File: config.mk
export PLATFORM = sky130hd
export DESIGN_NAME = cpfa_ram
export DESIGN_NICKNAME = d
export VERILOG_FILES = /design/src/sv/cpfa_ram.sv
export SDC_FILE = /design/constraint.sdc
export NUM_CORES = 1
export LEC_CHECK = 0
export BUFFER_PORTS_ARGS = -buffer_cell sky130_fd_sc_hd__buf_2
export CAP_MARGIN = 20
export CORE_AREA = 2 2 113 82
export DETAILED_ROUTE_END_ITERATION = 10
export DIE_AREA = 0 0 115 84
export MAX_ROUTING_LAYER = met4
export PLACE_DENSITY = 0.79
export SETUP_SLACK_MARGIN = 0.5
export SYNTH_ARGS = -nofsm -noshare
export SYNTH_HDL_FRONTEND = slang
export SYNTH_SLANG_ARGS = --single-unit
File: constraint.sdc
create_clock -name clk -period 4.05 [get_ports clk]
set_input_delay 0.81 -clock clk [delete_from_list [all_inputs] [get_ports clk]]
set_output_delay 0.81 -clock clk [all_outputs]
set_load 0.02 [all_outputs]
File: src/sv/cpfa_ram.sv
// generic simple dual-port ram, one write port and one registered read port
// no package dependencies
module cpfa_ram #(
	parameter int WIDTH = 8,
	parameter int DEPTH = 16
) (
	input  logic                     clk,
	input  logic                     we,
	input  logic [$clog2(DEPTH)-1:0] waddr,
	input  logic [WIDTH-1:0]         wdata,
	input  logic                     re,
	input  logic [$clog2(DEPTH)-1:0] raddr,
	output logic [WIDTH-1:0]         rdata
);

	logic [WIDTH-1:0] mem_q [DEPTH];

	always_ff @(posedge clk) begin
		if (we) begin
			mem_q[waddr] <= wdata;
		end
		if (re) begin
			rdata <= mem_q[raddr];
		end
	end

endmodule

==> results.yml <==
run_status:
  outcome: "finished, final reports clean"
pwr:
  netSwitchingFraction_pct: 21.4
  switchingPower_w: 0.000675
  power_leakage_nw: 1.99
  p_clk_share_pct: 44.9
  irDropWorstVdd_v: 0.000356
  pwr-share-comb_pct: 4.6
  internal_power_w: 0.00248
  powerDensity_nw_per_um2: 526
  power_frac_seq_pct: 50.5
synth:
  yosys.area_share.simple_pct: 3.14
  ys_warn_count: 0
  synthAdderAreaFrac_pct: 0
  synth_compound_area_share_pct: 2.30
  synth_top_family_by_area: "multiplexers"
  synth_seq_cells: 136
  muxShareOfSynthArea_pct: 14.8
  synthCells: 229
  yosysUniqueCellTypes: 18
  post-synth-top-count-cell: "edfxtp_1"
  seq_area_frac_synth_pct: 78.1
  yosys-top-cells-area: "edfxtp_1, mux4_2, mux4_1"
  synth_xor_area_share_pct: 0
  synth_area_um2: 5230
  synth_nets: 248
  synth_ff_type: "edfxtp_1"
  synth_edf_count: 136
  avgSynthCellArea_um2: 22.8
  synth_top_cell_area_share_pct: 78.1
  async_flop_share_pct: 0
  synth_top_cell_by_area: "edfxtp_1"
  ys_top_cells_by_count: "edfxtp_1, mux4_2, a22oi_1"
clock_tree:
  clk_pin_slew_ns: 0.06
  cts-root-buf: "clkbuf_16"
  tritoncts: "yes"
  hold_buffers: 0
  clock_sinks: 136
  cts_buffer_depth: 2
  htree_levels: 4
  clk_latency_ns: 0.42
  cts_made_buffers: 17
  post-cts-setup-buffer-count: 0
  cts_resized: 0
sta:
  setup_viol: 0
  timing.fmax_mhz: 459
  slew_headroom_pct: 36.5
  fin_skew_ns: 0.00612
  fin_crit_sh_pct: 53.8
  drv_slew: 0
  rsz0062_at_grt: "no"
  period_needed_ns: 2.18
  fin_tns_setup_ns: 0
  hold_violations: 0
  worst_pin_slew_ns: 0.949
place:
  hpwlAfterDp_um: 6110
  place.gp.congestion: 0.754
  port_buffers: 26
  place_area_um2: 5450
detailed_routing:
  routedWlPerCell_um: 25.2
  totalWireLength_um: 9830
  drt_first_pass_iters: 4
  drc: 0
  dr_total_vias: 2425
  drtIter0Drc: 324
  routed_via_density: 6.22
  drt.antenna.violating_nets: 0
die:
  ios: 27
  die-area_um2: 9660
  rows: 29
  start_util_pct: 60.0
  core_area_um2: 8710
  fp.dieH_um: 84
  fp.dieW_um: 115
cells_and_area:
  n_antenna_cell: 0
  design_area_um2: 6010
  layout.nets: 289
  n_fill_cell: 551
  multi_input_area_um2: 1060
  regArea_um2: 4080
  areaGrowthSynthToFinish_pct: 14.9
  drive_gt1_share_pct: 29.1
worst_setup_path:
  reg2reg_setup_slack_ns: 2.46
  arrival_ns: 2.34
  setup.worst_path.end_class: "register"
  worstSetupPathType: "input pin to register"
  start_kind: "input pin"
  crit-reg2reg-launch: "mem_q[9][4]$_DFFE_PP_"
  critPathMaxFanout: 11
  r2r-end: "rdata[4]$_DFFE_PP_"
  rr_worst_depth: 3
  required_ns: 4.21
hold_path:
  holdPathStages: 1
  hold_path_end: "rdata[2]$_DFFE_PP_"
  hold_path_class: "input pin to register"
  min_from: "re"
global_routing:
  grt_max_degree: 33
  grt_usage_pct: 23.8
  grt_pass1_wl_um: 15000
  overflow: 0
  grt_pass1_vias: 2451
  antenna_found_initial: 0
job:
  cap_violations: 0
-- layer usage --
metal | GRT usage (%) | part of all wire (%)
met2 | 31.7 | 45
met3 | 7.84 | 7.1
met5 | - | 0
met4 | 8.11 | 1.1
met1 | 35.4 | 46
-- layout by cell type (no fill, tap or decap) --
cell type	Yosys	routed
nand2_1	9	9
mux4_1	14	14
clkinv_4	0	3
edfxtp_1	136	136
a22oi_1	16	16
and2_1	1	1
buf_2	3	26
nor3_1	4	4
nand3b_1	2	2
clkinv_2	0	2
bufinv_16	0	1
or3b_2	1	1
nand2b_1	2	2
nor2_1	13	13
inv_6	0	2
buf_4	1	6
nor2b_1	1	1
clkbuf_16	0	17
nand3_1	1	1
mux4_2	18	18
clkinvlp_4	0	6
and2b_1	1	1
-- sequential cells by signal, summed over array words and instances, names as in the netlist --
register,cells
mem_q,128
rdata,8
-- power by group through the flow --
stage,clock network (W),logic (W),registers (W)
6_report,0.00142,0.000146,0.00160
2_1_floorplan,0,0.0000800,0.00163
3_3_place_gp,0,0.000141,0.00162
4_1_cts,0.00144,0.000147,0.00160
5_1_grt,0.00151,0.000158,0.00160
3_5_place_dp,0,0.000145,0.00163
-- worst max-delay path, cell delays in order --
cell,delay (ns)
buf_2,0.28
buf_4,0.31
mux4_1,0.62
a22oi_1,0.23
nand2_1,0.08
-- cell families after synthesis --
logic type / after synthesis
flops: 136
simple gates: 35
mux: 32
compound gates: 16
buf+inv: 10
-- stage by stage --
stage	hold WS (ns)	instances	setup WS, ns	power [W]	util (%)
2_1_floorplan	0.705	229	1.75	0.00171	-
3_3_place_gp	0.742	359	1.50	0.00176	62.6
3_5_place_dp	0.753	359	1.43	0.00177	62.6
4_1_cts	0.744	390	1.87	0.00319	69.0
5_1_grt	0.746	390	1.76	0.00326	69.0
6_report	0.767	390	1.87	0.00316	69.0
-- final cells by class --
type	count	share of cell area, %
Clock buffer	17	7.08
Clock inverter	14	2.15
Multi-Input combinational cell	83	17.6
Sequential cell	136	68.0
Tap cell	108	2.25
Timing Repair Buffer	32	2.92
-- how the worst max path moves through the flow --
stage                            endpoint  startpoint  depth (start not counted)
global placement       rdata[2]$_DFFE_PP_    raddr[0]                          5
floorplan           mem_q[0][0]$_DFFE_PP_    waddr[2]                          2
CTS                    rdata[1]$_DFFE_PP_    raddr[0]                          5
detailed placement     rdata[5]$_DFFE_PP_    raddr[0]                          5
finish                 rdata[2]$_DFFE_PP_    raddr[0]                          5
global route           rdata[1]$_DFFE_PP_    raddr[0]                          5
No activity file was read; power rests on OpenSTA's default activity.
